## src/rtl/keyed_slot_dedup_allocator_macros.svh

```systemverilog
// Assertion macros shared by the keyed slot allocator RTL.
`ifndef KEYED_SLOT_DEDUP_ALLOCATOR_MACROS_SVH
`define KEYED_SLOT_DEDUP_ALLOCATOR_MACROS_SVH

// Same-cycle implication, disabled while in reset.
`define KSDA_ASSERT_NOW(label, clk, rst_n, ante, cons, msg) \
  label: assert property (@(posedge clk) disable iff (!rst_n) (ante) |-> (cons)) \
    else $error(msg);

// Next-cycle implication, disabled while in reset.
`define KSDA_ASSERT_NEXT(label, clk, rst_n, ante, cons, msg) \
  label: assert property (@(posedge clk) disable iff (!rst_n) (ante) |=> (cons)) \
    else $error(msg);

`endif

```

## src/rtl/ksda_pkg.sv

```systemverilog
// Package: sizes, payload types, codes and control structs of the keyed slot allocator.
`timescale 1ns / 1ps
package ksda_pkg;

  localparam int unsigned SLOTS    = 16;
  localparam int unsigned ID_BYTES = 64;
  localparam int unsigned WORDS    = (ID_BYTES + 7) / 8;
  localparam int unsigned KEY_W    = 64;

  localparam int unsigned SIW = (SLOTS > 1) ? $clog2(SLOTS) : 1;
  localparam int unsigned WAW = (WORDS > 1) ? $clog2(WORDS) : 1;
  localparam int unsigned CCW = $clog2(WORDS + 1);

  localparam logic OP_CHUNK = 1'b0;
  localparam logic OP_CLEAR = 1'b1;

  localparam logic [2:0] ST_FOUND     = 3'd0;
  localparam logic [2:0] ST_ALLOCATED = 3'd1;
  localparam logic [2:0] ST_EMPTY_KEY = 3'd2;
  localparam logic [2:0] ST_FULL      = 3'd3;
  localparam logic [2:0] ST_CLEARED   = 3'd4;

  typedef struct packed {
    logic             opcode;
    logic [KEY_W-1:0] key_chunk;
    logic             chunk_last;
  } in_item_t;

  typedef struct packed {
    logic [15:0] slot_number;
    logic [2:0]  status;
  } out_item_t;

  typedef struct packed {
    logic capture;
    logic eval;
    logic decide;
    logic write;
  } ctrl_cmd_t;

  typedef struct packed {
    logic beat_clear;
    logic beat_last;
    logic alloc;
    logic wr_done;
  } dp_stat_t;

endpackage

```

## src/rtl/ksda_ctrl.sv

```systemverilog
// Controller state machine: sequences chunk evaluation, decision and key write-back.
`timescale 1ns / 1ps
`include "keyed_slot_dedup_allocator_macros.svh"
module ksda_ctrl
  import ksda_pkg::*;
(
  input  logic      clk,
  input  logic      rst_n,
  input  logic      start,
  output logic      busy,
  input  dp_stat_t  stat,
  output ctrl_cmd_t cmd
);

  typedef enum logic [3:0] {
    S_IDLE   = 4'b0001,
    S_EVAL   = 4'b0010,
    S_DECIDE = 4'b0100,
    S_WRITE  = 4'b1000
  } state_t;

  state_t state_r, state_nxt;

  always_comb begin
    state_nxt = state_r;
    unique case (state_r)
      S_IDLE: begin
        if (start) begin
          state_nxt = S_EVAL;
        end
      end
      S_EVAL: begin
        if (stat.beat_clear || !stat.beat_last) begin
          state_nxt = S_IDLE;
        end else begin
          state_nxt = S_DECIDE;
        end
      end
      S_DECIDE: begin
        state_nxt = stat.alloc ? S_WRITE : S_IDLE;
      end
      S_WRITE: begin
        if (stat.wr_done) begin
          state_nxt = S_IDLE;
        end
      end
      default: state_nxt = S_IDLE;
    endcase
  end

  always_ff @(posedge clk) begin
    if (!rst_n) begin
      state_r <= S_IDLE;
    end else begin
      state_r <= state_nxt;
    end
  end

  assign busy        = (state_r != S_IDLE);
  assign cmd.capture = start && (state_r == S_IDLE);
  assign cmd.eval    = (state_r == S_EVAL);
  assign cmd.decide  = (state_r == S_DECIDE);
  assign cmd.write   = (state_r == S_WRITE);

  `KSDA_ASSERT_NEXT(a_accept_to_eval, clk, rst_n, start && !busy, state_r == S_EVAL, "accepted beat not evaluated")
  `KSDA_ASSERT_NEXT(a_write_holds, clk, rst_n, state_r == S_WRITE && !stat.wr_done, state_r == S_WRITE, "key write sweep cut short")
  `KSDA_ASSERT_NOW(a_decide_after_eval, clk, rst_n, state_r == S_DECIDE, $past(state_r == S_EVAL), "decision without last-chunk evaluation")

endmodule

```

## config.mk

```make
export PLATFORM = sky130hd
export DESIGN_NAME = ksda_ctrl
export DESIGN_NICKNAME = d
export VERILOG_FILES = /design/src/rtl/ksda_pkg.sv /design/src/rtl/ksda_ctrl.sv
export VERILOG_INCLUDE_DIRS = /design/src /design/src/rtl
export SDC_FILE = /design/constraint.sdc
export NUM_CORES = 1
export LEC_CHECK = 0
export BUFFER_PORTS_ARGS = -buffer_cell sky130_fd_sc_hd__buf_2
export CAP_MARGIN = 5
export CORE_AREA = 5 5 42 44
export CTS_BUF_LIST = sky130_fd_sc_hd__clkbuf_16
export DETAILED_ROUTE_END_ITERATION = 10
export DIE_AREA = 0 0 47 49
export PLACE_DENSITY = 0.37
export SLEW_MARGIN = 20
export SYNTH_ARGS = -nofsm -noshare
export SYNTH_HDL_FRONTEND = slang
export SYNTH_SLANG_ARGS = --single-unit
export TNS_END_PERCENT = 20
```

## constraint.sdc

```tcl
create_clock -name clk -period 0.97 [get_ports clk]
set_input_delay 0.0485 -clock clk [delete_from_list [all_inputs] [get_ports clk]]
set_output_delay 0.0485 -clock clk [all_outputs]
set_load 0.02 [all_outputs]
```

==> run summary, run 1 <==
Final WL - 633 um
Final Hold Fails - 0
DRC violations left - 0
WHS - 0.0678 ns
Crit Path Category - register to output pin
Metal-1 WL - 247 um
Avg Synthesized Cell Area - 9.84 um^2
Top post-synthesis cells by count - dfxtp_1 (4), nor4b_2 (3), nor2_1 (2), nor3b_1 (2)
Placed instance count - 54
CTS sink cnt - 4
Ys flop type - dfxtp_1
Distinct cells, synth - 15
Clock transition at the registers of the reported paths - 0.03 ns
Leakage - 0.211 nW
F_max - 0.801 GHz
# fillers - 156
First-pass GRT wire length - 1.09 mm
Die Wd - 47 um
Core Region - 1400 um^2
Setup crit end - cmd[3]
Root Buffer Master - clkbuf_16
Max reg flops - 4
Wire length on met3 - 101 um
Minimum clock period - 1.25 ns
Arrival @ worst endpoint - 1.20 ns
Cell row count - 14
Slowest CP cell - dfxtp_4
Initial antenna violation count - 0
Pwr dens - 2220 nW/um^2
Share of post-route cells with drive strength above 1 - 0.738
Vias/cell - 4.21
Synthesized net count - 29
Final nets - 51
CP startpoint - state_r[3]$_SDFFE_PN0P_
Ys async rst share - 0
Post-synth top area cell - dfxtp_1
Placed wire-length estimate - 536 um
Worst Reg-to-Reg Cells - 4
End of the worst register-to-register path - state_r[0]$_SDFFE_PN1P_
Count leader, synth - dfxtp_1
Crit path max fanout - 3
Tot GR Track Use - 0.0697
Sequential cell area - 90.1 um^2
Number of synthesized register bits - 4
Crit. End Element - output pin
Non-Filler Instances - 58
Synth area leaders - dfxtp_1 (37%), nor4b_2 (21%), nor3b_1 (6.9%)
TritonCTS Buffers - 3
Slew headroom - 0.823
PnR worst setup slack - -0.279 ns
Post-Route Utilization - 0.347
Crit-path cells - nor4b_4, and2_4, buf_6
Post-DRT Antenna Nets - 0
Largest net degree at the start of global routing - 7
Mapped Area - 216 um^2
Crit path largest cell delay - 0.35 ns
R2R setup slack - -0.23 ns
DR top layer - met4
Maximum vdd ir drop - 0.00101 V
Worst EP required - 0.92 ns
Area of the multi-input gates - 164 um^2
Max-Cap Viols - 0
Largest regs - state_r (4)
Failing checks - negative setup slack
Number of flops mapped to enable cells by yosys - 0
Design Area, Final - 487 um^2
I/O pin count - 12
Initial Util - 0.154
Clk_skew - 0.000885 ns
Bufs on Longest Clock Path - 2
Outcome - finished with violations
Launching point of the worst reg2reg path - state_r[3]$_SDFFE_PN0P_
Setup crit start kind - register
Area growth syn-to-layout - 125%
Average wire per standard cell - 10.9 um
DR iter-0 viols - 4
Die Footprint - 2300 um^2
Vias in the first global route - 283
Total number of H-tree levels - 1
Final Wtd Congestion - 0.732
Max-slew violation count - 0
CTS tree - done
DR pass1 iterations - 2
Metal2 WL - 260 um
Vias - 244
Port-buffer cells - 11
Final setup fails - 8
Worst skew pair latency - 0.22 ns
RSZ-0062 raised after global routing - yes
Top reg by flops - state_r
Sequential element share of the synthesized area - 0.370
Grt total ovfl - 0
Hold/Removal Path Class - input port to register
Syn Inst Count - 22
YS warnings - 0
Tcrit/Tclk final - 1.29
Ant diodes - 0
Placed inst area - 357 um^2
Chip Height - 49 um
Least-Margin Pin Slew - 0.265 ns
Post-synth top area share - 0.370
[repair_timing]
item	CTS	global route
resized for setup	8	3
setup endpoints to repair	9	8
pin swaps	3	1
hold buffers	0	0
setup buffers	1	0
[through the flow]
stage | power [mW] | setup slack [ns] | TNS, ns
2_1_floorplan | 0.315 | -0.302 | -0.615
3_3_place_gp | 0.381 | -0.186 | -0.727
3_5_place_dp | 0.382 | -0.228 | -0.835
4_1_cts | 1.08 | -0.297 | -1.82
5_1_grt | 1.13 | -0.337 | -2.13
6_report | 1.08 | -0.279 | -1.67
[cell type report]
type / instances / area share
Clock buffer: 3 / 0.154
Inverter: 2 / 0.0154
Multi-Input combinational cell: 16 / 0.337
Sequential cell: 4 / 0.185
Tap cell: 16 / 0.0411
Timing Repair Buffer: 17 / 0.267
[cell usage in the layout, fill, tap and decap left out, drive strengths merged]
| cell | Yosys | layout |
|---|---|---|
| nand3b | 1 | 1 |
| nor2 | 2 | 2 |
| clkbuf | 0 | 3 |
| nand2 | 1 | 1 |
| a41o | 1 | 1 |
| nor3b | 2 | 2 |
| o21ai | 2 | 2 |
| inv | 2 | 2 |
| dfxtp | 4 | 4 |
| buf | 0 | 17 |
| and2 | 1 | 1 |
| a21oi | 1 | 1 |
| and3 | 1 | 1 |
| nor4b | 4 | 4 |
[cells by family (layout without fill, tap and decap cells)]
family | count (synthesis) | after routing | synth area share
compound gates | 4 | 4 | 0.133
buf+inv | 2 | 22 | 0.0346
flops | 4 | 4 | 0.370
simple gates | 12 | 12 | 0.462
[worst max-delay path, delay by kind of cell, from the launching register on]
kind	cells	cell delay, ns
buf+inv	1	0.11
flops	1	0.35
simple gates	2	0.53
[metal layers]
| layer | GRT usage | up-vias |
|---|---|---|
| met4 | 0.0553 | 0 |
| met5 | 0 | - |
| met1 | 0.0789 | 105 |
| met3 | 0.0480 | 2 |
| met2 | 0.0860 | 12 |
| li1 | - | 125 |
[report_power, final]
part | leakage, nW | internal [mW] | switching [mW] | total, mW
sequential | 0.0346 | 0.186 | 0.0318 | 0.218
clock | 0.0370 | 0.526 | 0.114 | 0.640
combinational | 0.140 | 0.130 | 0.0928 | 0.222
[worst min-delay path by stage]
stage	cells after the start	end	start
floorplan	2	state_r[2]$_SDFFE_PN0P_	rst_n
global placement	3	state_r[2]$_SDFFE_PN0P_	rst_n
detailed placement	3	state_r[2]$_SDFFE_PN0P_	rst_n
CTS	3	state_r[2]$_SDFFE_PN0P_	rst_n
global route	3	state_r[2]$_SDFFE_PN0P_	rst_n
finish	3	state_r[2]$_SDFFE_PN0P_	rst_n
(Power assumes the default switching activity.)
==> run 2: changes to the inputs <==
--- a/config.mk
+++ b/config.mk
@@ -10,2 +10,4 @@
 export CAP_MARGIN = 5
+export CELL_PAD_IN_SITES_DETAIL_PLACEMENT = 1
+export CELL_PAD_IN_SITES_GLOBAL_PLACEMENT = 1
 export CORE_AREA = 5 5 42 44
@@ -14,3 +16,3 @@
 export DIE_AREA = 0 0 47 49
-export PLACE_DENSITY = 0.37
+export PLACE_DENSITY = 0.47
 export SLEW_MARGIN = 20
==> constraint.sdc (replaced) <==
create_clock -name clk -period 1.1 [get_ports clk]
set_input_delay 0.055 -clock clk [delete_from_list [all_inputs] [get_ports clk]]
set_output_delay 0.055 -clock clk [all_outputs]
set_load 0.005 [all_outputs]
==> run summary, run 2 (synthesized netlist as in run 1, its figures left out) <==
CTS tree - done
Slowest CP cell - dfxtp_2
Initial antenna violation count - 0
Vias - 235
Setup crit start kind - register
Placed instance count - 52
Tcrit/Tclk final - 1.11
Max reg flops - 4
CTS sink cnt - 4
Final Hold Fails - 0
Final Wtd Congestion - 0.709
Chip Height - 49 um
Grt total ovfl - 0
Overall Power - 867 uW
Maximum vdd ir drop - 0.00148 V
Most common cell after layout, fill and taps aside - buf_2
Crit path max fanout - 4
DR pass1 iterations - 2
Vias in the first global route - 277
PnR worst setup slack - -0.118 ns
Combinational power share - 0.136
Crit Path Category - register to output pin
Final WL - 641 um
Top reg by flops - state_r
Share of post-route cells with drive strength above 1 - 0.692
Ant diodes - 0
Pwr dens - 2060 nW/um^2
Clock transition at the registers of the reported paths - 0.03 ns
Final nets - 48
Initial Util - 0.154
Tot GR Track Use - 0.0718
Clock power frac - 0.641
Worst skew pair latency - 0.22 ns
Final setup fails - 5
Sw Share - 0.197
Cell row count - 14
Vias/cell - 4.27
Outcome - finished with violations
Crit path largest cell delay - 0.34 ns
Hold/Removal Path Class - input port to register
Post-DRT Antenna Nets - 0
Slew headroom - 0.805
Leakage - 0.188 nW
Arrival @ worst endpoint - 1.16 ns
Minimum clock period - 1.22 ns
F_max - 0.821 GHz
Total number of H-tree levels - 1
Max-Cap Viols - 0
Setup TNS - -0.327 ns
# hold bufs at CTS - 0
WHS - 0.0702 ns
TritonCTS Buffers - 3
First-pass GRT wire length - 1.13 mm
DRC violations left - 0
Post-Route Utilization - 0.300
Least-Margin Pin Slew - 0.290 ns
Number of post-CTS setup repair buffers - 0
I/O pin count - 12
Internal Power - 696 uW
Largest regs - state_r (4)
# fillers - 168
Place WS - -0.161 ns
Crit. End Element - output pin
Switching power total - 170 uW
Clk_skew - 0.0000490 ns
Worst EP required - 1.04 ns
Port-buffer cells - 11
Placed wire-length estimate - 544 um
Area growth syn-to-layout - 94.2%
Die Footprint - 2300 um^2
Average wire per standard cell - 11.7 um
Core Region - 1400 um^2
Commonest non-fill, non-tap cells in the layout - buf_2 (11), clkbuf_16 (3), buf_4 (3), dfxtp_2 (3)
Sequential group share of total power - 0.223
Placed inst area - 324 um^2
Bufs on Longest Clock Path - 2
Non-Filler Instances - 55
Failing checks - negative setup slack
RSZ-0062 raised after global routing - yes
Max-slew violation count - 0
Crit-path cells - nor4b_4, and2_1, buf_2
Design Area, Final - 420 um^2
DR iter-0 viols - 1
Die Wd - 47 um
Root Buffer Master - clkbuf_16
Largest net degree at the start of global routing - 7
[run 2: power by group through the flow]
stage	logic (mW)	clock network [mW]	registers, mW
floorplan	0.0629	0	0.185
global placement	0.108	0	0.189
detailed placement	0.111	0	0.191
CTS	0.122	0.565	0.194
global route	0.132	0.576	0.197
finish	0.118	0.556	0.193
[run 2: critical path: cells and delay by family, from the launching register on]
family                 cells  cell delay (ns)
buffers and inverters      1             0.10
AND/OR/NAND/NOR            2             0.49
flip-flops                 1             0.34
[run 2: final timing paths]
kind | start | to | slack [ns] | depth (start not counted)
min | rst_n | state_r[2]$_SDFFE_PN0P_ | 0.07 | 3
max | state_r[2]$_SDFFE_PN0P_ | cmd[3] | -0.12 | 3
min reg2reg | state_r[1]$_SDFFE_PN0P_ | state_r[3]$_SDFFE_PN0P_ | 0.63 | 3
max reg2reg | state_r[3]$_SDFFE_PN0P_ | state_r[0]$_SDFFE_PN1P_ | -0.07 | 3
[run 2: layer usage]
layer | vias to the layer above | wire, um | GRT usage
li1 | 117 | - | -
met1 | 102 | 256 | 0.0768
met2 | 13 | 272 | 0.0973
met3 | 3 | 90 | 0.0332
met4 | 0 | 22 | 0.0691
met5 | - | 0 | 0
[run 2: what timing repair did]
| action | 4_1_cts | 5_1_grt |
|---|---|---|
| gates cloned | 0 | 0 |
| pin swaps | 1 | 0 |
| setup endpoints to repair | 7 | 8 |
| resized for setup | 6 | 0 |
[run 2: area by class of cell]
class | instances | area [um^2] | area share
inverter | 2 | 7.51 | 0.0179
clock buffer | 3 | 75.1 | 0.179
tap | 16 | 20.0 | 0.0476
multi-input combinational | 16 | 153 | 0.363
sequential | 4 | 87.6 | 0.208
timing repair buffer | 14 | 77.6 | 0.185
==> run 3: changes to the inputs <==
Settings changed: SETUP_SLACK_MARGIN from default to 0.3, TNS_END_PERCENT 20 to default.
==> run summary, run 3 (synthesized netlist as in run 1, its figures left out) <==
Outcome - finished with violations
Failing checks - negative setup slack
F_max - 0.817 GHz
Die Wd - 47 um
Final Hold Fails - 0
PnR worst setup slack - -0.123 ns
RSZ-0062 raised after global routing - yes
Most common cell after layout, fill and taps aside - buf_2
Slowest CP cell - dfxtp_4
Worst skew pair latency - 0.23 ns
WHS - 0.0924 ns
Crit-path cells - nor4b_4, and2_1, buf_2
Top delay family on crit path - simple AND/OR/NAND/NOR gates
Max-slew violation count - 0
Root Buffer Master - clkbuf_16
Post-Route Utilization - 0.338
Clk_skew - 0.000242 ns
Slew headroom - 0.825
Worst EP required - 1.04 ns
Final Wtd Congestion - 0.714
Largest net degree at the start of global routing - 7
Total number of H-tree levels - 1
DRC violations left - 0
Leakage - 0.201 nW
DR pass1 iterations - 2
Hold/Removal Path Class - input port to register
Largest regs - state_r (4)
TritonCTS Buffers - 3
Overall Power - 938 uW
Setup crit start kind - register
Minimum clock period - 1.22 ns
Arrival @ worst endpoint - 1.17 ns
# fillers - 174
DR iter-0 viols - 3
Crit Path Category - register to output pin
Initial antenna violation count - 0
Bufs on Longest Clock Path - 2
Maximum vdd ir drop - 0.000869 V
Tot GR Track Use - 0.0761
Chip Height - 49 um
Share of post-route cells with drive strength above 1 - 0.750
Cell row count - 14
Initial Util - 0.154
Commonest non-fill, non-tap cells in the layout - buf_2 (10), nor4b_4 (3), clkbuf_16 (3), dfxtp_4 (3)
CTS tree - done
Vias/cell - 4.25
Max-Cap Viols - 0
Pwr dens - 1980 nW/um^2
Vias - 238
CTS sink cnt - 4
Clock transition at the registers of the reported paths - 0.03 ns
Final setup fails - 7
Buf/Inv on CP - 1
Final WL - 757 um
Least-Margin Pin Slew - 0.262 ns
Placed wire-length estimate - 568 um
Average wire per standard cell - 13.5 um
Max reg flops - 4
Crit path largest cell delay - 0.35 ns
First-pass GRT wire length - 1.16 mm
Top reg by flops - state_r
Post-DRT Antenna Nets - 0
Tcrit/Tclk final - 1.11
Vias in the first global route - 259
Die Footprint - 2300 um^2
Area growth syn-to-layout - 119%
Port-buffer cells - 11
Crit. End Element - output pin
I/O pin count - 12
Place WS - -0.0335 ns
Grt total ovfl - 0
Core Region - 1400 um^2
Final nets - 48
Crit path max fanout - 3
Ant diodes - 0
## run 3: cell count changes in the layout (fill, tap and decap cells not counted), sizes merged
cell  previous run  this run
inv              2         3
## run 3: worst reg2reg max path: stages, from the launching register on
cell	delay, ns
dfxtp_4	0.36
buf_12	0.11
nor4b_4	0.23
nand3b_1	0.15
a41o_1	0.24
## run 3: cell type report
cell class / instances / area (um^2) / area share
multi-input cells: 16 / 175 / 0.369
repair buffers: 14 / 100 / 0.211
flip-flops and latches: 4 / 92.6 / 0.195
clock buffers: 3 / 75.1 / 0.158
well taps: 16 / 20.0 / 0.0422
inverters: 2 / 7.51 / 0.0158
clock inverters: 1 / 3.75 / 0.00792
## run 3: stage by stage
stage	setup TNS [ns]	cell area [um^2]	std cells
global placement	-0.0318	325	49
detailed placement	-0.0477	325	49
floorplan	0	250	22
finish	-0.477	474	56
CTS	-0.458	423	54
global route	-0.898	474	56
## run 3: power by group
part           switching [mW]  total (mW)  leakage (nW)  internal (mW)
registers              0.0290       0.192        0.0349          0.163
logic                  0.0632       0.162         0.124         0.0986
clock network           0.113       0.583        0.0423          0.470
total                   0.205       0.938         0.201          0.732
## run 3: final timing paths
| kind | from | to | cells after the start | slack, ns |
|---|---|---|---|---|
| worst max register to register | state_r[1]$_SDFFE_PN0P_ | state_r[0]$_SDFFE_PN1P_ | 4 | -0.10 |
| worst min-delay path | stat[1] | state_r[3]$_SDFFE_PN0P_ | 3 | 0.09 |
| worst max-delay path | state_r[1]$_SDFFE_PN0P_ | cmd[3] | 3 | -0.12 |
| worst min register to register | state_r[1]$_SDFFE_PN0P_ | state_r[1]$_SDFFE_PN0P_ | 2 | 0.59 |
## run 3: timing repair
action,4_1_cts,5_1_grt
resized for setup,4,6
pin swaps,4,6
setup endpoints to repair,9,9
hold buffers,0,0
buffers inserted,1,2
## run 3: metal layers
layer / vias up / track usage / wire, um
met2: 9 / 0.111 / 381
met3: 2 / 0.0258 / 60
met1: 110 / 0.0747 / 283
met5: - / 0 / 0
li1: 117 / - / -
met4: 0 / 0.0829 / 32
